File: src/sv/gpr_pkg.sv
// shared types and constants of the gaussian pyramid reduce block
`timescale 1ns / 1ps
`default_nettype none
package gpr_pkg;

  // line store depth default
  localparam int MAX_WIDTH_DEF = 4096;

  // field widths
  localparam int PIX_W      = 8;
  localparam int WIDTH_W    = 13;
  localparam int HEIGHT_W   = 16;
  localparam int VSUM_W     = 10;
  localparam int HSUM_W     = 12;
  localparam int CFG_IDX_W  = 2;
  localparam int CFG_DATA_W = 16;
  localparam int SHIFT      = 4;

  // register reset values
  localparam logic [WIDTH_W-1:0]  WIDTH_RST  = 13'd640;
  localparam logic [HEIGHT_W-1:0] HEIGHT_RST = 16'd480;
  localparam logic                ROUND_RST  = 1'b1;

  // half of the divisor, added when rounding
  localparam logic [HSUM_W-1:0] ROUND_BIAS = 12'd8;

  typedef enum logic [CFG_IDX_W-1:0] {
    CFG_WIDTH  = 2'd0,
    CFG_HEIGHT = 2'd1,
    CFG_ROUND  = 2'd2
  } cfg_idx_t;

  // per-pixel control handed from the scan stage to the kernel stage
  typedef struct packed {
    logic [PIX_W-1:0] px;
    logic             odd_row;
    logic             top_is_mid;
    logic             first_col;
    logic             odd_col;
    logic             last_col;
    logic             last_row;
    logic             active;
    logic             round_en;
  } item_t;

endpackage
`default_nettype wire

File: src/sv/gpr_scan.sv
// configuration registers, raster counters and line store addressing
`timescale 1ns / 1ps
`default_nettype none
module gpr_scan #(
  parameter int MAX_WIDTH = gpr_pkg::MAX_WIDTH_DEF,
  parameter int CW        = $clog2(MAX_WIDTH)
) (
  input  wire logic                            clk,
  input  wire logic                            rst_n,
  input  wire logic                            cfg_valid,
  output logic                                 cfg_ready,
  input  wire logic [gpr_pkg::CFG_IDX_W-1:0]   cfg_index,
  input  wire logic [gpr_pkg::CFG_DATA_W-1:0]  cfg_data,
  input  wire logic                            accept,
  input  wire logic [gpr_pkg::PIX_W-1:0]       pixel,
  output logic [CW-1:0]                        addr,
  output logic                                 odd_we,
  output logic                                 even_we,
  output gpr_pkg::item_t                       item
);

  localparam int WW = (CW + 1 > gpr_pkg::WIDTH_W) ? CW + 1 : gpr_pkg::WIDTH_W;
  localparam logic [WW-1:0] MAX_X = WW'(MAX_WIDTH);

  logic [gpr_pkg::WIDTH_W-1:0]  width_r,  width_nxt;
  logic [gpr_pkg::HEIGHT_W-1:0] height_r, height_nxt;
  logic                         round_r,  round_nxt;
  logic [CW-1:0]                col_r,    col_nxt;
  logic [gpr_pkg::HEIGHT_W-1:0] row_r,    row_nxt;

  logic [WW-1:0]                width_x;
  logic [WW-1:0]                wm1;
  logic [gpr_pkg::HEIGHT_W-1:0] hm1;
  logic                         last_col;
  logic                         last_row;

  assign cfg_ready = 1'b1;

  always_comb begin
    width_nxt  = width_r;
    height_nxt = height_r;
    round_nxt  = round_r;
    if (cfg_valid) begin
      unique case (gpr_pkg::cfg_idx_t'(cfg_index))
        gpr_pkg::CFG_WIDTH:  width_nxt  = cfg_data[gpr_pkg::WIDTH_W-1:0];
        gpr_pkg::CFG_HEIGHT: height_nxt = cfg_data[gpr_pkg::HEIGHT_W-1:0];
        gpr_pkg::CFG_ROUND:  round_nxt  = cfg_data[0];
        default: ;
      endcase
    end
  end

  // last column index: zero width counts as one, wide images saturate
  always_comb begin
    width_x = WW'(width_r);
    if (width_r == '0) begin
      wm1 = '0;
    end else if (width_x > MAX_X) begin
      wm1 = MAX_X - WW'(1);
    end else begin
      wm1 = width_x - WW'(1);
    end
    hm1 = (height_r == '0) ? '0 : height_r - 16'd1;
  end

  assign last_col = WW'(col_r) >= wm1;
  assign last_row = row_r >= hm1;

  always_comb begin
    col_nxt = col_r;
    row_nxt = row_r;
    if (accept) begin
      if (last_col) begin
        col_nxt = '0;
        row_nxt = last_row ? '0 : row_r + 16'd1;
      end else begin
        col_nxt = col_r + CW'(1);
      end
    end
  end

  always_ff @(posedge clk) begin
    if (!rst_n) begin
      width_r  <= gpr_pkg::WIDTH_RST;
      height_r <= gpr_pkg::HEIGHT_RST;
      round_r  <= gpr_pkg::ROUND_RST;
      col_r    <= '0;
      row_r    <= '0;
    end else begin
      width_r  <= width_nxt;
      height_r <= height_nxt;
      round_r  <= round_nxt;
      col_r    <= col_nxt;
      row_r    <= row_nxt;
    end
  end

  // both stores read at the column, the store of this row parity is written
  assign addr    = col_r;
  assign odd_we  = accept && row_r[0];
  assign even_we = accept && !row_r[0];

  always_comb begin
    item.px         = pixel;
    item.odd_row    = row_r[0];
    item.top_is_mid = row_r[0] ? (row_r == 16'd1) : (row_r == '0);
    item.first_col  = (col_r == '0);
    item.odd_col    = col_r[0];
    item.last_col   = last_col;
    item.last_row   = last_row;
    item.active     = row_r[0] || last_row;
    item.round_en   = round_r;
  end

endmodule
`default_nettype wire

File: config.mk
export PLATFORM = sky130hd
export DESIGN_NAME = gpr_scan
export DESIGN_NICKNAME = d
export VERILOG_FILES = /design/src/sv/gpr_pkg.sv /design/src/sv/gpr_scan.sv
export SDC_FILE = /design/constraint.sdc
export NUM_CORES = 1
export LEC_CHECK = 0
export ABC_AREA = 1
export BUFFER_PORTS_ARGS = -buffer_cell sky130_fd_sc_hd__buf_2
export CAP_MARGIN = 15
export CORE_UTILIZATION = 50
export DETAILED_ROUTE_END_ITERATION = 16
export PLACE_DENSITY = 0.73
export SETUP_SLACK_MARGIN = 0.15
export SLEW_MARGIN = 20
export SYNTH_ARGS = -nofsm -noshare
export SYNTH_HDL_FRONTEND = slang
export SYNTH_SLANG_ARGS = --single-unit
File: constraint.sdc
create_clock -name clk -period 2.45 [get_ports clk]
set_input_delay 0.245 -clock clk [delete_from_list [all_inputs] [get_ports clk]]
set_output_delay 0.245 -clock clk [all_outputs]
set_load 0.1 [all_outputs]
==> impl_metrics.env <==
export IMPL_status="finished with violations"
export IMPL_failed_checks="setup timing"
export IMPL_first_iter_violations=187
export IMPL_clock_sinks=58
export IMPL_rsz0062_at_grt="yes"
export IMPL_postSynthAreaPerCell_um2=6.61
export IMPL_routed_length_per_placed_instance_um=14.8
export IMPL_cts_root_to_sink_buffers=2
export IMPL_nNetsFinal=803
export IMPL_maxCapViolations=0
export IMPL_clkLatencyLatePin_ns=0.35
export IMPL_final_hold_violation_count=0
export IMPL_synth_edf_count=0
export IMPL_dp_hpwl_um=8280
export IMPL_timing_final_setup_violations=31
export IMPL_irDropWorstVdd_uv=349
export IMPL_groute_usage_overall_pct=27.2
export IMPL_core_area_mm2=0.00789
export IMPL_critPathKind="flip-flop to output pin"
export IMPL_critPathTopFamily="simple AND/OR/NAND/NOR gates"
export IMPL_grt_antenna_before_repair=0
export IMPL_worstSetupStartpointType="flip-flop"
export IMPL_synth_top_cell_by_area="dfxtp_1"
export IMPL_mostFrequentLayoutCell="nand2_1"
export IMPL_layout_cells_most_common_list="nand2_1 (117), buf_4 (65), inv_1 (64)"
export IMPL_yosys_cell_types_count=37
export IMPL_clk_root_buffer_cell="clkbuf_8"
export IMPL_multiInputGateArea_mm2=0.00310
export IMPL_avgViaCountPerCell=5.33
export IMPL_top_fanout_value_on_the_critical_path=4
export IMPL_io_buffers=43
export IMPL_async_reset_ff_share_pct=0
export IMPL_post_route_util_pct=74.0
export IMPL_post_route_cell_area_mm2=0.00584
export IMPL_worst_path_max_delay_cell="nor4_1"
export IMPL_power_density_cell_area_mw_per_mm2=420
export IMPL_critical_path_top_cell_by_count="nand2_1"
export IMPL_die_width_um=93.2
export IMPL_rows=32
export IMPL_area_growth_syn_to_layout_pct=40.4
export IMPL_timing_critical_path_cells="nor2_1 > nand2_1 > nor4_1 > nand3_1 > nand2_1 > ha_1 > a21oi_1 > nand2_1 > a21oi_2 > buf_4 > nand3_4 > buf_12"
export IMPL_cp_data_arrival_time_ns=2.89
export IMPL_htree_levels=3
export IMPL_synth_main_ff_cell="dfxtp_1"
export IMPL_final_min_clock_period_ns=3.14
export IMPL_crit_path_end_kind="output pin"
export IMPL_ys_seq_elements=58
export IMPL_pin_count_of_the_biggest_net_entering_global_routing=38
export IMPL_detailedRoute_firstPassIterationCount=5
export IMPL_drive_gt1_share_pct=37.5
export IMPL_synthesis_instances=629
export IMPL_cts_hold_fix_buffers=0
export IMPL_critical_path_max_stage_delay_ns=0.38
export IMPL_timing_clock_skew_ns=0.0108
export IMPL_yosys_warnings=0
export IMPL_routed_wirelength_um=12500
export IMPL_total_via_count_in_the_routed_design=4496
export IMPL_global_route_wire_length_before_repair_um=18700
export IMPL_share_of_the_synthesized_area_in_the_top_cell_type_pct=27.9
export IMPL_worst_min_delay_path_category="input pin to flip-flop"
export IMPL_ys_top_cells_by_area="dfxtp_1 (28%), nand2_1 (12%), ha_1 (11%)"
export IMPL_cp_buffers_inverters=2
export IMPL_globalRoute_totalOverflow=0
export IMPL_gp_congestion=0.891
export IMPL_die_height_um=93.2
export IMPL_synth_seq_area_share_pct=27.9
export IMPL_floorplan_initialDensity_pct=52.7
export IMPL_clk_pin_slew_ns=0.06
export IMPL_ios=61
export IMPL_fillerInstances=597
export IMPL_drt_drc_violations_left=0
export IMPL_clock_tree_from_tritoncts="done"
export IMPL_p_leak_uw=0.00269
export IMPL_worst_setup_margin_ns=-0.688
export IMPL_synthesis_nets=695
export IMPL_postPlaceCellArea_mm2=0.00492
export IMPL_grt_pass1_vias=4176
export IMPL_seq_area_mm2=0.00117
export IMPL_critical_path_required_ns=2.20
export IMPL_numCtsBuffers=9
export IMPL_tightest_slew_ns=0.928
export IMPL_floorplan_die_area_mm2=0.00868
export IMPL_synthesis_area_mm2=0.00416
export IMPL_final_max_slew_violation_count=0
export IMPL_worst_slew_margin_rel_pct=38.1
export IMPL_ant_nets=0
export IMPL_antennaDiodeCount=0
export IMPL_fmaxAchievable_mhz=319
export IMPL_post_layout_total_power_uw=2450
export IMPL_final_period_utilization_pct=128
repair_timing:
item / in CTS / in global routing
buffers inserted: 9 / 7
pin swaps: 18 / 40
cloned: 1 / 3
gates resized for setup: 38 / 97
endpoints found under the setup margin: 31 / 32
synth_stat cells, types with 2 or more instances:
master,instances
a21oi_1,32
buf_2,2
buf_4,14
buf_6,2
clkbuf_1,8
clkinv_1,2
dfxtp_1,58
ha_1,36
inv_1,72
inv_2,9
nand2_1,133
nand2_2,2
nand2_4,2
nand3_1,46
nand4_1,12
nor2_1,83
nor2_2,17
nor3_1,6
nor3_2,6
nor3b_2,2
nor4_1,4
o211ai_1,3
o21ai_0,41
o21ai_1,9
or2_2,4
xnor2_1,3
xor2_1,11
final timing paths:
check	to	depth (start not counted)	slack, ns	startpoint
hold / removal	height_r[13]$_SDFFE_PN0P_	3	0.13	cfg_data[13]
hold reg to reg	round_r$_SDFFE_PN1P_	2	0.49	round_r$_SDFFE_PN1P_
setup reg to reg	row_r[10]$_SDFFE_PN0P_	14	-0.44	height_r[8]$_SDFFE_PN1P_
setup / recovery	item[2]	12	-0.69	height_r[8]$_SDFFE_PN1P_
cells by family (layout without fill, tap and decap cells):
kind of cell	Yosys count	after routing	synth area share, %
flip-flops	58	58	27.9
buffers and inverters	110	220	11.7
other	1	1	0.0902
AO/OA/AOI/OAI	89	89	11.2
XOR/XNOR	14	14	2.95
adder cells (fa/ha/maj)	36	36	10.8
AND/OR/NAND/NOR	321	323	35.4
flip-flops by register name (all words and copies together) (netlist names):
register and flops:
addr 12, height_r 16, round_r 1, row_r 16
width_r 13
power breakdown:
part | switching, uW | total (uW) | internal, uW
clock | 398 | 810 | 412
combinational | 407 | 642 | 235
sequential | 28.4 | 1000 | 974
final cells by class:
cell class | instances | share of cell area (%)
Inverter | 84 | 5.66
Sequential cell | 58 | 20.1
Timing Repair Buffer | 120 | 16.0
Multi-Input combinational cell | 463 | 53.0
Tap cell | 102 | 2.19
Timing Repair inverter | 1 | 0.129
Clock inverter | 3 | 0.257
Clock buffer | 12 | 2.66
tightest hold or removal path, cell delays in order:
cell and delay, ns:
buf_2 0.07, nor2_1 0.03, nor2_1 0.08
metal layers:
metal | vias up | global-route usage [%] | part of all wire [%]
met5 | - | 0 | 0
li1 | 2250 | - | -
met2 | 170 | 47.2 | 49
met1 | 2038 | 33.7 | 43
met4 | 0 | 9.10 | 2.4
met3 | 38 | 4.96 | 5.5
per-stage QoR:
stage / hold WS [ns] / std cells / setup TNS [ns] / worst slack [ns]
global placement: 0.450 / 808 / -5.03 / -0.311
global route: 0.141 / 843 / -14.64 / -0.782
floorplan: 0.371 / 629 / -4.06 / -0.644
detailed placement: 0.469 / 808 / -7.56 / -0.435
finish: 0.130 / 843 / -10.94 / -0.688
CTS: 0.131 / 833 / -8.17 / -0.558
Power figures use the tool's default switching activity.
