<file path="src/sv/gpr_pkg.sv">
// shared types and constants of the gaussian pyramid reduce block
`timescale 1ns / 1ps
`default_nettype none
package gpr_pkg;

  // line store depth default
  localparam int MAX_WIDTH_DEF = 4096;

  // field widths
  localparam int PIX_W      = 8;
  localparam int WIDTH_W    = 13;
  localparam int HEIGHT_W   = 16;
  localparam int VSUM_W     = 10;
  localparam int HSUM_W     = 12;
  localparam int CFG_IDX_W  = 2;
  localparam int CFG_DATA_W = 16;
  localparam int SHIFT      = 4;

  // register reset values
  localparam logic [WIDTH_W-1:0]  WIDTH_RST  = 13'd640;
  localparam logic [HEIGHT_W-1:0] HEIGHT_RST = 16'd480;
  localparam logic                ROUND_RST  = 1'b1;

  // half of the divisor, added when rounding
  localparam logic [HSUM_W-1:0] ROUND_BIAS = 12'd8;

  typedef enum logic [CFG_IDX_W-1:0] {
    CFG_WIDTH  = 2'd0,
    CFG_HEIGHT = 2'd1,
    CFG_ROUND  = 2'd2
  } cfg_idx_t;

  // per-pixel control handed from the scan stage to the kernel stage
  typedef struct packed {
    logic [PIX_W-1:0] px;
    logic             odd_row;
    logic             top_is_mid;
    logic             first_col;
    logic             odd_col;
    logic             last_col;
    logic             last_row;
    logic             active;
    logic             round_en;
  } item_t;

endpackage
`default_nettype wire

</file>
<file path="src/sv/gpr_kernel.sv">
// vertical and horizontal binomial sums and the result register
`timescale 1ns / 1ps
`default_nettype none
module gpr_kernel (
  input  wire logic                       clk,
  input  wire logic                       rst_n,
  input  wire logic                       accept,
  input  wire gpr_pkg::item_t             item,
  input  wire logic [gpr_pkg::PIX_W-1:0]  odd_rd,
  input  wire logic [gpr_pkg::PIX_W-1:0]  even_rd,
  output logic                            busy,
  output logic                            out_valid,
  input  wire logic                       out_stall,
  output logic [gpr_pkg::PIX_W-1:0]       out_pixel,
  output logic                            out_row_end,
  output logic                            out_frame_end
);

  gpr_pkg::item_t               s1_item_r;
  logic                         s1_valid_r, s1_valid_nxt;
  logic [gpr_pkg::VSUM_W-1:0]   left_r,     left_nxt;
  logic [gpr_pkg::VSUM_W-1:0]   centre_r,   centre_nxt;
  logic                         out_valid_r, out_valid_nxt;
  logic [gpr_pkg::PIX_W-1:0]    pixel_r;
  logic                         row_end_r;
  logic                         frame_end_r;

  logic [gpr_pkg::PIX_W-1:0]    top;
  logic [gpr_pkg::PIX_W-1:0]    mid;
  logic [gpr_pkg::VSUM_W-1:0]   vsum;
  logic [gpr_pkg::VSUM_W-1:0]   left_e;
  logic [gpr_pkg::VSUM_W-1:0]   centre_e;
  logic [gpr_pkg::HSUM_W-1:0]   hsum;
  logic                         emit;
  logic                         out_free;
  logic                         go;

  always_comb begin
    mid  = s1_item_r.odd_row ? even_rd : s1_item_r.px;
    top  = s1_item_r.top_is_mid ? mid : odd_rd;
    vsum = {2'b00, top} + {1'b0, mid, 1'b0} + {2'b00, s1_item_r.px};
    // an even column refreshes the centre sum before it is used, the first column the left sum as well
    left_e   = (!s1_item_r.odd_col && s1_item_r.first_col) ? vsum : left_r;
    centre_e = !s1_item_r.odd_col ? vsum : centre_r;
    hsum = {2'b00, left_e} + {1'b0, centre_e, 1'b0} + {2'b00, vsum}
         + (s1_item_r.round_en ? gpr_pkg::ROUND_BIAS : '0);
  end

  assign emit     = s1_item_r.active && (s1_item_r.odd_col || s1_item_r.last_col);
  assign out_free = !out_valid_r || !out_stall;
  assign go       = s1_valid_r && (!emit || out_free);
  assign busy     = s1_valid_r && !go;

  always_comb begin
    s1_valid_nxt = s1_valid_r;
    if (accept) begin
      s1_valid_nxt = 1'b1;
    end else if (go) begin
      s1_valid_nxt = 1'b0;
    end

    left_nxt   = left_r;
    centre_nxt = centre_r;
    if (go && s1_item_r.active) begin
      left_nxt = s1_item_r.odd_col ? vsum : left_e;
      centre_nxt = centre_e;
    end

    out_valid_nxt = out_valid_r;
    if (go && emit) begin
      out_valid_nxt = 1'b1;
    end else if (out_valid_r && !out_stall) begin
      out_valid_nxt = 1'b0;
    end
  end

  always_ff @(posedge clk) begin
    if (!rst_n) begin
      s1_valid_r  <= 1'b0;
      left_r      <= '0;
      centre_r    <= '0;
      out_valid_r <= 1'b0;
    end else begin
      s1_valid_r  <= s1_valid_nxt;
      left_r      <= left_nxt;
      centre_r    <= centre_nxt;
      out_valid_r <= out_valid_nxt;
    end
  end

  always_ff @(posedge clk) begin
    if (accept) begin
      s1_item_r <= item;
    end
    if (go && emit) begin
      pixel_r     <= hsum[gpr_pkg::HSUM_W-1:gpr_pkg::SHIFT];
      row_end_r   <= s1_item_r.last_col;
      frame_end_r <= s1_item_r.last_col && s1_item_r.last_row;
    end
  end

  assign out_valid     = out_valid_r;
  assign out_pixel     = pixel_r;
  assign out_row_end   = row_end_r;
  assign out_frame_end = frame_end_r;

endmodule
`default_nettype wire

</file>
<file path="config.mk">
export PLATFORM = sky130hd
export DESIGN_NAME = gpr_kernel
export DESIGN_NICKNAME = d
export VERILOG_FILES = /design/src/sv/gpr_pkg.sv /design/src/sv/gpr_kernel.sv
export SDC_FILE = /design/constraint.sdc
export NUM_CORES = 1
export LEC_CHECK = 0
export BUFFER_PORTS_ARGS = -buffer_cell sky130_fd_sc_hd__buf_4
export CELL_PAD_IN_SITES_DETAIL_PLACEMENT = 1
export CELL_PAD_IN_SITES_GLOBAL_PLACEMENT = 1
export CORE_ASPECT_RATIO = 1.1
export CORE_MARGIN = 2
export CORE_UTILIZATION = 46
export DETAILED_ROUTE_END_ITERATION = 10
export GPL_TIMING_DRIVEN = 0
export PLACE_DENSITY = 0.84
export RECOVER_POWER = 50
export SLEW_MARGIN = 25
export SYNTH_ARGS = -nofsm -noshare
export SYNTH_HDL_FRONTEND = slang
export SYNTH_SLANG_ARGS = --single-unit
</file>
<file path="constraint.sdc">
create_clock -name clk -period 6.81 [get_ports clk]
set_input_delay 0.3405 -clock clk [delete_from_list [all_inputs] [get_ports clk]]
set_output_delay 0.3405 -clock clk [all_outputs]
set_load 0.03 [all_outputs]
</file>
==> results of run 1 <==
## synthesized netlist by cell type (all sizes together), types with 2 or more instances
master  instances  area [um^2]
a211oi          3         27.5
a21boi          5         37.5
a21o            5         38.8
a21oi           9         45.0
a31oi           3         25.0
and2            4         25.0
buf             2         12.5
clkbuf          7         26.3
dfxtp          22          440
edfxtp         26          781
fa             17          340
ha             26          325
inv            13         48.8
mux2           19          214
mux2i          10          100
nand2          29          109
nand2b          2         12.5
nand3           4         35.0
nor2           15         63.8
nor2b           9         58.8
nor3            3         15.0
o211a           4         40.0
o211ai          3         32.5
o21a            8         60.1
o21ai          17         85.1
o221ai          2         23.8
o22ai           2         12.5
o31a            2         17.5
or4b            2         23.8
xnor2           8         70.1
xor2            3         26.3
## per-layer routing
| layer | up-vias | share of wire, % | GRT usage, % |
|---|---|---|---|
| met2 | 47 | 54 | 35.5 |
| met3 | 5 | 3.4 | 3.33 |
| met5 | - | 0 | 0 |
| met1 | 1131 | 41 | 19.9 |
| li1 | 1165 | - | - |
| met4 | 0 | 1.1 | 4.84 |
## through the flow
| stage | std cells | utilization, % | power, mW | cell area [um^2] |
|---|---|---|---|---|
| final | 434 | 54.3 | 1.66 | 3760 |
| after floorplan | 294 | - | 1.27 | 3260 |
| after CTS | 434 | 54.9 | 1.70 | 3800 |
| after detailed placement | 426 | 53.6 | 1.52 | 3710 |
| after global placement | 426 | 53.6 | 1.47 | 3710 |
| after global routing | 434 | 54.3 | 1.84 | 3760 |
## layout make-up
cell class                 instances  area share [%]
timing repair buffer              47            8.48
tap                               85            2.83
multi-input combinational        224            51.6
clock inverter                     2           0.333
buffer                             9            1.03
sequential                        48            32.5
clock buffer                       6            1.93
inverter                          13            1.30
## power breakdown
group	total, mW	switching [mW]	internal [mW]	leakage, nW
Combinational	1.09	0.606	0.479	1.13
Clock	0.169	0.0969	0.0720	0.0412
Sequential	0.410	0.0154	0.394	0.428
## worst min-delay path by stage
| stage | slack, ns | cells past startpoint | to | start |
|---|---|---|---|---|
| CTS | 0.20 | 1 | s1_item_r[2] | item[2] |
| finish | 0.23 | 1 | s1_item_r[2] | item[2] |
| floorplan | 0.44 | 0 | s1_item_r[0] | item[0] |
| global placement | 0.45 | 2 | centre_r[2] | centre_r[2] |
| detailed placement | 0.46 | 2 | centre_r[2] | centre_r[2] |
| global route | 0.21 | 1 | s1_item_r[10] | item[10] |
## kinds of logic (layout without fill, tap and decap cells)
group	after synthesis	count (layout)	share of synthesized area (%)
mux	29	29	9.65
xor+xnor	11	11	2.96
compound gates	64	64	14.0
flops	48	48	37.5
simple gates	77	77	12.7
fa+ha+maj	43	43	20.4
buf+inv	22	77	2.69
## flip-flops by register name (all words and copies together) (netlist names)
register and count:
out_valid 1, s1_item_r 16, s1_valid_r 1, centre_r 10, left_r 10, out_pixel 8, out_frame_end 1, out_row_end 1
==> flow_summary.ini, run 1 <==
[status]
run_status = finished, final reports clean

[setup_path]
r2r_setup_slk_ns = 1.06
crit_top_cell = sky130_fd_sc_hd__ha_1
slowest_stage = sky130_fd_sc_hd__fa_1
critical_path.startpoint_type = flop
reg2reg_from = s1_item_r[7]
timing.critical_path.buf_inv = 1
worst-endpoint-arrival_ns = 5.92
critical_path.endpoint_type = flop
critical_path.reg2reg.endpoint = out_pixel[7]
timing.critical_path.cells = clkbuf_1 > mux2_2 > mux2_2 > fa_1 > ha_1 > a21o_1 > and4_1 > nor3_1 > xor2_1 > o21ai_1 > fa_1 > ha_1 > ha_1 > and2_1 > a31oi_2 > nand3_2 > or4b_1 > nand3_1
setup.worst_path.end = out_pixel[7]
slowest_delay_ns = 0.51
critical_path_data_required_time_ns = 6.98
crit_path_max_fanout = 8
critical-path-top-delay-family = adder cells
critPathKind = reg2reg
r2r.worst_path.cells = 18
path_depth = 18
cp-startpoint = s1_item_r[7]

[power]
powerDensity_nw_per_um2 = 443
power_leakage_nw = 1.60
power.ir.vdd_worst_mv = 0.390

[yosys]
syn_area_um2 = 3260
synth-edff-count = 26
syn_inst = 294
synthesis.nets = 373
synth_cell_types = 54
number_of_synthesized_register_bits = 48
yosys_warning_count = 0
async_flop_share_pct = 0
yosys_most_used_dff = sky130_fd_sc_hd__edfxtp_1
synth.yosys.seq_area_share_pct = 37.5
post_synth.cell_area_avg_um2 = 11.1

[clock_network]
cts_made_buffers = 5
tritoncts_num_sinks = 48
cts_resized = 0
worst_setup_hold_path_clk_slew_ns = 0.09
hold_buffer_count_at_cts = 0
clock-root-buffer = sky130_fd_sc_hd__clkbuf_8
post-cts-setup-buffer-count = 0
tritoncts = done
worst_skew_pair.late_latency_ns = 0.30
max-clock-path-buffers = 2
h-tree-depth = 2

[cells_and_area]
number_of_nets_at_the_end_of_the_flow = 427
final_layout_size_suffix_gt1_share_pct = 23.2
multi_input_area_um2 = 1940
antenna-diode-count = 0
count_of_filler_cells_inserted_in_the_layout = 763
total_area_of_sequential_cells_um2 = 1220
layout_common_cells = 29 x sky130_fd_sc_hd__nand2_1, 26 x sky130_fd_sc_hd__ha_1, 26 x sky130_fd_sc_hd__edfxtp_1, 23 x sky130_fd_sc_hd__buf_4, 22 x sky130_fd_sc_hd__dfxtp_1
synthToLayoutAreaGrowth_pct = 15.5
mostFrequentLayoutCell = sky130_fd_sc_hd__nand2_1

[timing]
fin_crit_ns = 5.75
crit_share_post_route_pct = 84.5
setup_viol = 0
timing.hold.ws_ns = 0.227
max-slew-margin-rel_pct = 41.3
final.setup.tns_ns = 0
setup_ws_ns = 1.06
skew_ns = 0.0148
tightest_slew_ns = 0.881
timing.final.hold_violations = 0
timing.fmax_mhz = 174
rsz0062_at_grt = false
slew_violations = 0

[grt]
via_count_of_the_first_global_routing_pass = 2499
grt.total_usage_pct = 18.2
grt_max_degree = 18
number_of_antenna_violations_at_the_first_check_in_global_routing = 0
grt_first_pass_wirelength_um = 11300
grt_overflow_total = 0

[detailed_routing]
drt_drc_violations_left = 0
initialDrtViolationCount = 74
drt-wirelength-per-cell_um = 15.4
antenna_left = 0
first_pass_iters = 4
vias = 2348
wirelength_um = 6700
post_drt_via_cell_ratio = 5.41

[flow_run]
drv.max_cap_violation_count = 0

[die]
die_w_um = 84.2
die_area_um2 = 7770
fp.coreArea_um2 = 6930
num_rows = 32
floorplan.initialDensity_pct = 47.0
fp.dieH_um = 92.2
ioPinCount = 48

[place]
buffer_ports.inserted = 47
globalplace.congestion = 0.771
final_hpwl_from_detailed_placement_um = 5570
pre_cts_slack_ns = 1.03

[min_path]
worst_min_delay_path_category = in2reg
Power figures use the tool's default switching activity.
==> inputs of run 2 (changes only) <==
clock period = 5.55 ns   (was 6.81 ns; I/O delays follow)
==> run 2 against run 1 <==
Net effect: highest routed layer unchanged; sequential power up 23%; setup slack worse by 0.83 ns; fmax up 8.1%; clock power up 25%; global-route usage about the same; clock-buffer cell count unchanged; design area up 2.5%.
==> flow_summary.ini, run 2 (synthesized netlist as in run 1, its figures left out) <==
[die]
fp.dieH_um = 92.2
fp.coreArea_um2 = 6930
die_w_um = 84.2
floorplan.initialDensity_pct = 47.0
num_rows = 32
die_area_um2 = 7770
ioPinCount = 48

[place]
final_hpwl_from_detailed_placement_um = 5570
buffer_ports.inserted = 47
globalplace.congestion = 0.771
dp.cells = 426

[min_path]
timing.hold.worst_path_depth = 1
min_from = item[2]
hold-path-endpoint = s1_item_r[2]
worst_min_delay_path_category = in2reg

[power]
clock_power_share_pct = 9.8
total_internal_power_mw = 1.22
powerDensity_nw_per_um2 = 555
power_leakage_nw = 1.62
power.ir.vdd_worst_mv = 0.537
power.switching_fraction_pct = 42.8
comb_power_share_pct = 66.5
net-switching-power_mw = 0.917
power.sequential.fraction_pct = 23.6

[grt]
global_route.usage.met1_pct = 19.9
grt_busiest_layer = met2
grt_overflow_total = 0
grt_first_pass_wirelength_um = 11200
grt_max_degree = 18
number_of_antenna_violations_at_the_first_check_in_global_routing = 0
via_count_of_the_first_global_routing_pass = 2499
met2_usage_pct = 35.4
groute.layer.met3.usage_pct = 3.33
grt.total_usage_pct = 18.2

[clock_network]
h-tree-depth = 2
hold_buffer_count_at_cts = 0
cts_made_buffers = 5
max-clock-path-buffers = 2
tritoncts_num_sinks = 48
worst_setup_hold_path_clk_slew_ns = 0.10
tritoncts = done
worst_skew_pair.late_latency_ns = 0.31
clock-root-buffer = sky130_fd_sc_hd__clkbuf_8

[detailed_routing]
antenna_left = 0
drt-wirelength-per-cell_um = 15.9
drt_drc_violations_left = 0
first_pass_iters = 4
post_drt_via_cell_ratio = 5.44
initialDrtViolationCount = 65
vias = 2374
wirelength_um = 6940

[setup_path]
worst-endpoint-arrival_ns = 5.49
critical_path_data_required_time_ns = 5.73
reg2reg_from = s1_item_r[7]
crit_path_max_fanout = 5
critPathKind = reg2reg
critical_path.reg2reg.endpoint = out_pixel[7]
r2r_setup_slk_ns = 0.23
cp-startpoint = s1_item_r[7]
critical_path.endpoint_type = flop
r2r.worst_path.cells = 18
critical_path.startpoint_type = flop

[cells_and_area]
synthToLayoutAreaGrowth_pct = 18.4
stdcell_count = 436
final_layout_size_suffix_gt1_share_pct = 27.6
layout_common_cells = 29 x sky130_fd_sc_hd__nand2_1, 27 x sky130_fd_sc_hd__buf_4, 26 x sky130_fd_sc_hd__edfxtp_1, 23 x sky130_fd_sc_hd__ha_1, 22 x sky130_fd_sc_hd__dfxtp_1
antenna-diode-count = 0
number_of_nets_at_the_end_of_the_flow = 429
mostFrequentLayoutCell = sky130_fd_sc_hd__nand2_1
largest_register_ffs = 16
registers.top_by_ff_count = s1_item_r
largestRegisters = s1_item_r x16, centre_r x10, left_r x10

[timing]
final.setup.tns_ns = 0
timing.hold.ws_ns = 0.157
fin_crit_ns = 5.32
timing.fmax_mhz = 188
slew_violations = 0
tightest_slew_ns = 0.894
timing.final.hold_violations = 0
crit_share_post_route_pct = 95.8
skew_ns = 0.0137
max-slew-margin-rel_pct = 40.4
setup_viol = 0

[status]
run_status = finished, final reports clean

[flow_run]
drv.max_cap_violation_count = 0
[run 2: cell types whose count changed in the layout (fill, tap and decap cells not counted), moves of 2 or more]
cell                       before  now
sky130_fd_sc_hd__buf_4         23   27
sky130_fd_sc_hd__ha_1          26   23
sky130_fd_sc_hd__o21ai_0       14   11
sky130_fd_sc_hd__o21ai_1        3    6
sky130_fd_sc_hd__clkbuf_1      17   15
sky130_fd_sc_hd__fa_1          17   15
sky130_fd_sc_hd__fa_2           0    2
sky130_fd_sc_hd__ha_4           0    2
[run 2: what timing repair did]
action / in CTS / in global routing
endpoints found under the setup margin: 4 / 5
pin swaps: 0 / 3
buffers inserted: 2 / 2
resized for setup: 0 / 15
hold endpoints to repair: 0 / 0
[run 2: worst max path at each step]
| stage | to | cells past startpoint |
|---|---|---|
| 3_3_place_gp | out_pixel[7] | 18 |
| 5_1_grt | out_pixel[7] | 18 |
| 3_5_place_dp | out_pixel[7] | 18 |
| 4_1_cts | out_pixel[7] | 17 |
| 2_1_floorplan | out_pixel[7] | 18 |
| 6_report | out_pixel[7] | 18 |
[run 2: through the flow]
| stage | worst slack [ns] | total power [mW] | area (um^2) | util (%) |
|---|---|---|---|---|
| 4_1_cts | 0.0467 | 2.09 | 3810 | 55.0 |
| 3_3_place_gp | -0.134 | 1.80 | 3710 | 53.6 |
| 6_report | 0.232 | 2.14 | 3850 | 55.7 |
| 3_5_place_dp | -0.233 | 1.86 | 3710 | 53.6 |
| 2_1_floorplan | 0.299 | 1.56 | 3260 | - |
| 5_1_grt | -0.0301 | 2.35 | 3850 | 55.7 |
[run 2: metal layers]
layer	wire, um	vias to the layer above
met4	70	0
met1	2820	1155
li1	-	1169
met5	0	-
met3	225	5
met2	3820	45
[run 2: area by class of cell]
cell class	count	area, um^2
plain buffers	7	31.3
flip-flops and latches	48	1220
multi-input cells	224	2010
inverters	13	48.8
repair buffers	51	349
clock inverters	2	12.5
clock buffers	6	72.6
fillers	752	3070
well taps	85	106
[run 2: worst max-delay path: stages (launching register included)]
cell                       delay, ns
sky130_fd_sc_hd__edfxtp_1       0.42
sky130_fd_sc_hd__mux2_2         0.38
sky130_fd_sc_hd__mux2_2         0.28
sky130_fd_sc_hd__fa_2           0.56
sky130_fd_sc_hd__ha_1           0.24
sky130_fd_sc_hd__a21o_1         0.21
sky130_fd_sc_hd__and4_1         0.24
sky130_fd_sc_hd__or3_1          0.42
sky130_fd_sc_hd__o221ai_4       0.12
sky130_fd_sc_hd__mux2i_1        0.15
sky130_fd_sc_hd__fa_1           0.50
sky130_fd_sc_hd__inv_1          0.04
sky130_fd_sc_hd__ha_1           0.28
sky130_fd_sc_hd__ha_1           0.22
sky130_fd_sc_hd__or2_2          0.33
sky130_fd_sc_hd__nor2_2         0.10
sky130_fd_sc_hd__nand3_2        0.11
sky130_fd_sc_hd__or4b_1         0.48
sky130_fd_sc_hd__nand3_1        0.08
[run 2: power groups by stage]
stage | clock network [mW] | logic [mW] | registers (mW)
floorplan | 0 | 1.01 | 0.553
global placement | 0 | 1.29 | 0.509
detailed placement | 0 | 1.35 | 0.512
CTS | 0.214 | 1.37 | 0.505
global route | 0.227 | 1.61 | 0.511
finish | 0.211 | 1.42 | 0.506
==> inputs of run 3 (changes only) <==
CORE_UTILIZATION = 47   (was 46)
CTS_BUF_LIST = sky130_fd_sc_hd__clkbuf_4   (was default)
PLACE_DENSITY = 0.85   (was 0.84)
==> run 3 against run 2 <==
Net effect: design area grew 2.4%; global-route usage grew 1.6 points; clock power rose by 3%; critical endpoint unchanged; largest power group unchanged.
==> flow_summary.ini, run 3 (synthesized netlist as in run 1, its figures left out) <==
[clock_network]
max-clock-path-buffers = 2
hold_buffer_count_at_cts = 0
cts_made_buffers = 5
clock-root-buffer = sky130_fd_sc_hd__clkbuf_4
worst_setup_hold_path_clk_slew_ns = 0.15
h-tree-depth = 2
tritoncts = done
worst_skew_pair.late_latency_ns = 0.38
tritoncts_num_sinks = 48

[cells_and_area]
registers.top_by_ff_count = s1_item_r
antenna-diode-count = 0
number_of_nets_at_the_end_of_the_flow = 434
total_area_of_sequential_cells_um2 = 1220
final_layout_size_suffix_gt1_share_pct = 30.6
multi_input_area_um2 = 2070
count_of_filler_cells_inserted_in_the_layout = 709
mostFrequentLayoutCell = sky130_fd_sc_hd__buf_4
synthToLayoutAreaGrowth_pct = 21.2
largest_register_ffs = 16
largestRegisters = s1_item_r x16, centre_r x10, left_r x10
layout_common_cells = 32 x sky130_fd_sc_hd__buf_4, 29 x sky130_fd_sc_hd__nand2_1, 26 x sky130_fd_sc_hd__edfxtp_1, 22 x sky130_fd_sc_hd__dfxtp_1, 22 x sky130_fd_sc_hd__clkbuf_4

[power]
total_internal_power_mw = 1.29
clock_power_share_pct = 9.7
power.sequential.fraction_pct = 22.4
powerDensity_nw_per_um2 = 572
power.switching_fraction_pct = 42.9
net-switching-power_mw = 0.970
power.ir.vdd_worst_mv = 0.531
comb_power_share_pct = 68.0
total_power_mw = 2.26
power_leakage_nw = 1.66

[min_path]
min_from = item[2]
worst_min_delay_path_category = in2reg

[detailed_routing]
first_pass_iters = 4
post_drt_via_cell_ratio = 5.54
wirelength_um = 7670
drt-wirelength-per-cell_um = 17.5
drt_drc_violations_left = 0
antenna_left = 0
initialDrtViolationCount = 77
vias = 2428

[setup_path]
critical_path_data_required_time_ns = 5.80
reg2reg_from = s1_item_r[7]
critical_path.endpoint_type = flop
critPathKind = reg2reg
critical_path.startpoint_type = flop
crit_path_max_fanout = 4
worst-endpoint-arrival_ns = 5.66
cp-startpoint = s1_item_r[7]

[die]
fp.coreArea_um2 = 6630
ioPinCount = 48
die_area_um2 = 7610
die_w_um = 83.4
num_rows = 31
floorplan.initialDensity_pct = 49.1
fp.dieH_um = 91.3

[grt]
grt_first_pass_wirelength_um = 12000
grt_overflow_total = 0
via_count_of_the_first_global_routing_pass = 2682
met2_usage_pct = 39.3
groute.layer.met3.usage_pct = 3.73
grt_busiest_layer = met2
number_of_antenna_violations_at_the_first_check_in_global_routing = 0
grt.total_usage_pct = 19.8
grt_max_degree = 18
global_route.usage.met1_pct = 20.6

[timing]
max-slew-margin-rel_pct = 35.9
setup_ws_ns = 0.144
crit_share_post_route_pct = 97.4
timing.fmax_mhz = 185
skew_ns = 0.0127
tightest_slew_ns = 0.961
setup_viol = 0
timing.final.hold_violations = 0
slew_violations = 0
fin_crit_ns = 5.41

[place]
final_hpwl_from_detailed_placement_um = 5800
pre_cts_slack_ns = -0.398
buffer_ports.inserted = 47
globalplace.congestion = 0.806

[status]
run_status = finished, final reports clean

[flow_run]
drv.max_cap_violation_count = 0
[run 3: changes by cell type in the layout (fill, tap and decap cells not counted), moves of 2 or more]
cell                       change
sky130_fd_sc_hd__clkbuf_8      -5
sky130_fd_sc_hd__ha_1          -4
sky130_fd_sc_hd__clkbuf_4      +6
sky130_fd_sc_hd__ha_4          +2
sky130_fd_sc_hd__buf_4         +5
sky130_fd_sc_hd__mux2_4        +2
sky130_fd_sc_hd__clkbuf_1      -2
sky130_fd_sc_hd__mux2_2        -2
sky130_fd_sc_hd__ha_2          +2
[run 3: metrics by stage]
| step | area (um^2) | instances | utilization [%] | hold WS, ns | setup TNS (ns) |
|---|---|---|---|---|---|
| floorplan | 3260 | 294 | - | 0.376 | 0 |
| global placement | 3710 | 423 | 56.0 | 0.451 | -0.134 |
| detailed placement | 3710 | 423 | 56.0 | 0.457 | -1.11 |
| CTS | 3810 | 432 | 57.4 | 0.0457 | 0 |
| global route | 3950 | 438 | 59.5 | 0.0599 | -0.0371 |
| finish | 3950 | 438 | 59.5 | 0.0797 | 0 |
[run 3: routing by layer]
| layer | share of wire (%) | vias to the layer above |
|---|---|---|
| met5 | 0 | - |
| met4 | 2.5 | 0 |
| met3 | 3.3 | 14 |
| met2 | 54 | 53 |
| met1 | 40 | 1182 |
| li1 | - | 1179 |
[run 3: cell type report]
| class | count | area share, % |
|---|---|---|
| Clock buffer | 6 | 1.14 |
| Timing Repair Buffer | 56 | 9.99 |
| Buffer | 7 | 0.793 |
| Multi-Input combinational cell | 224 | 52.4 |
| Clock inverter | 2 | 0.888 |
| Sequential cell | 48 | 30.9 |
| Tap cell | 82 | 2.60 |
| Inverter | 13 | 1.24 |
[run 3: worst paths after layout]
| path | end | slack [ns] | depth (start not counted) |
|---|---|---|---|
| hold / removal | s1_item_r[2] | 0.08 | 1 |
| setup reg to reg | out_pixel[7] | 0.14 | 18 |
| setup / recovery | out_pixel[7] | 0.14 | 18 |
| hold reg to reg | left_r[6] | 0.49 | 2 |
[run 3: power by group through the flow]
stage               Sequential [mW]  Clock (mW)  Combinational, mW
finish                        0.506       0.218               1.54
floorplan                     0.553           0               1.01
CTS                           0.506       0.221               1.40
detailed placement            0.511           0               1.38
global placement              0.509           0               1.29
global route                  0.511       0.234               1.72
[run 3: repair_timing]
action	4_1_cts	5_1_grt
buffers inserted	3	6
endpoints found under the setup margin	5	3
pin swaps	1	5
resized for setup	0	26
[run 3: worst max-delay path, cell delays in order (launching register included)]
cell and delay [ns]:
sky130_fd_sc_hd__edfxtp_1 0.52, sky130_fd_sc_hd__mux2_4 0.35, sky130_fd_sc_hd__mux2_2 0.28, sky130_fd_sc_hd__fa_2 0.45, sky130_fd_sc_hd__ha_2 0.22, sky130_fd_sc_hd__fa_2 0.42
sky130_fd_sc_hd__a21o_2 0.22, sky130_fd_sc_hd__a21oi_1 0.21, sky130_fd_sc_hd__xor2_1 0.21, sky130_fd_sc_hd__buf_4 0.16, sky130_fd_sc_hd__o21ai_1 0.08, sky130_fd_sc_hd__fa_1 0.47
sky130_fd_sc_hd__ha_1 0.35, sky130_fd_sc_hd__ha_4 0.27, sky130_fd_sc_hd__and2_1 0.14, sky130_fd_sc_hd__a31oi_2 0.18, sky130_fd_sc_hd__nand3_2 0.16, sky130_fd_sc_hd__or4b_1 0.49
sky130_fd_sc_hd__nand3_1 0.10
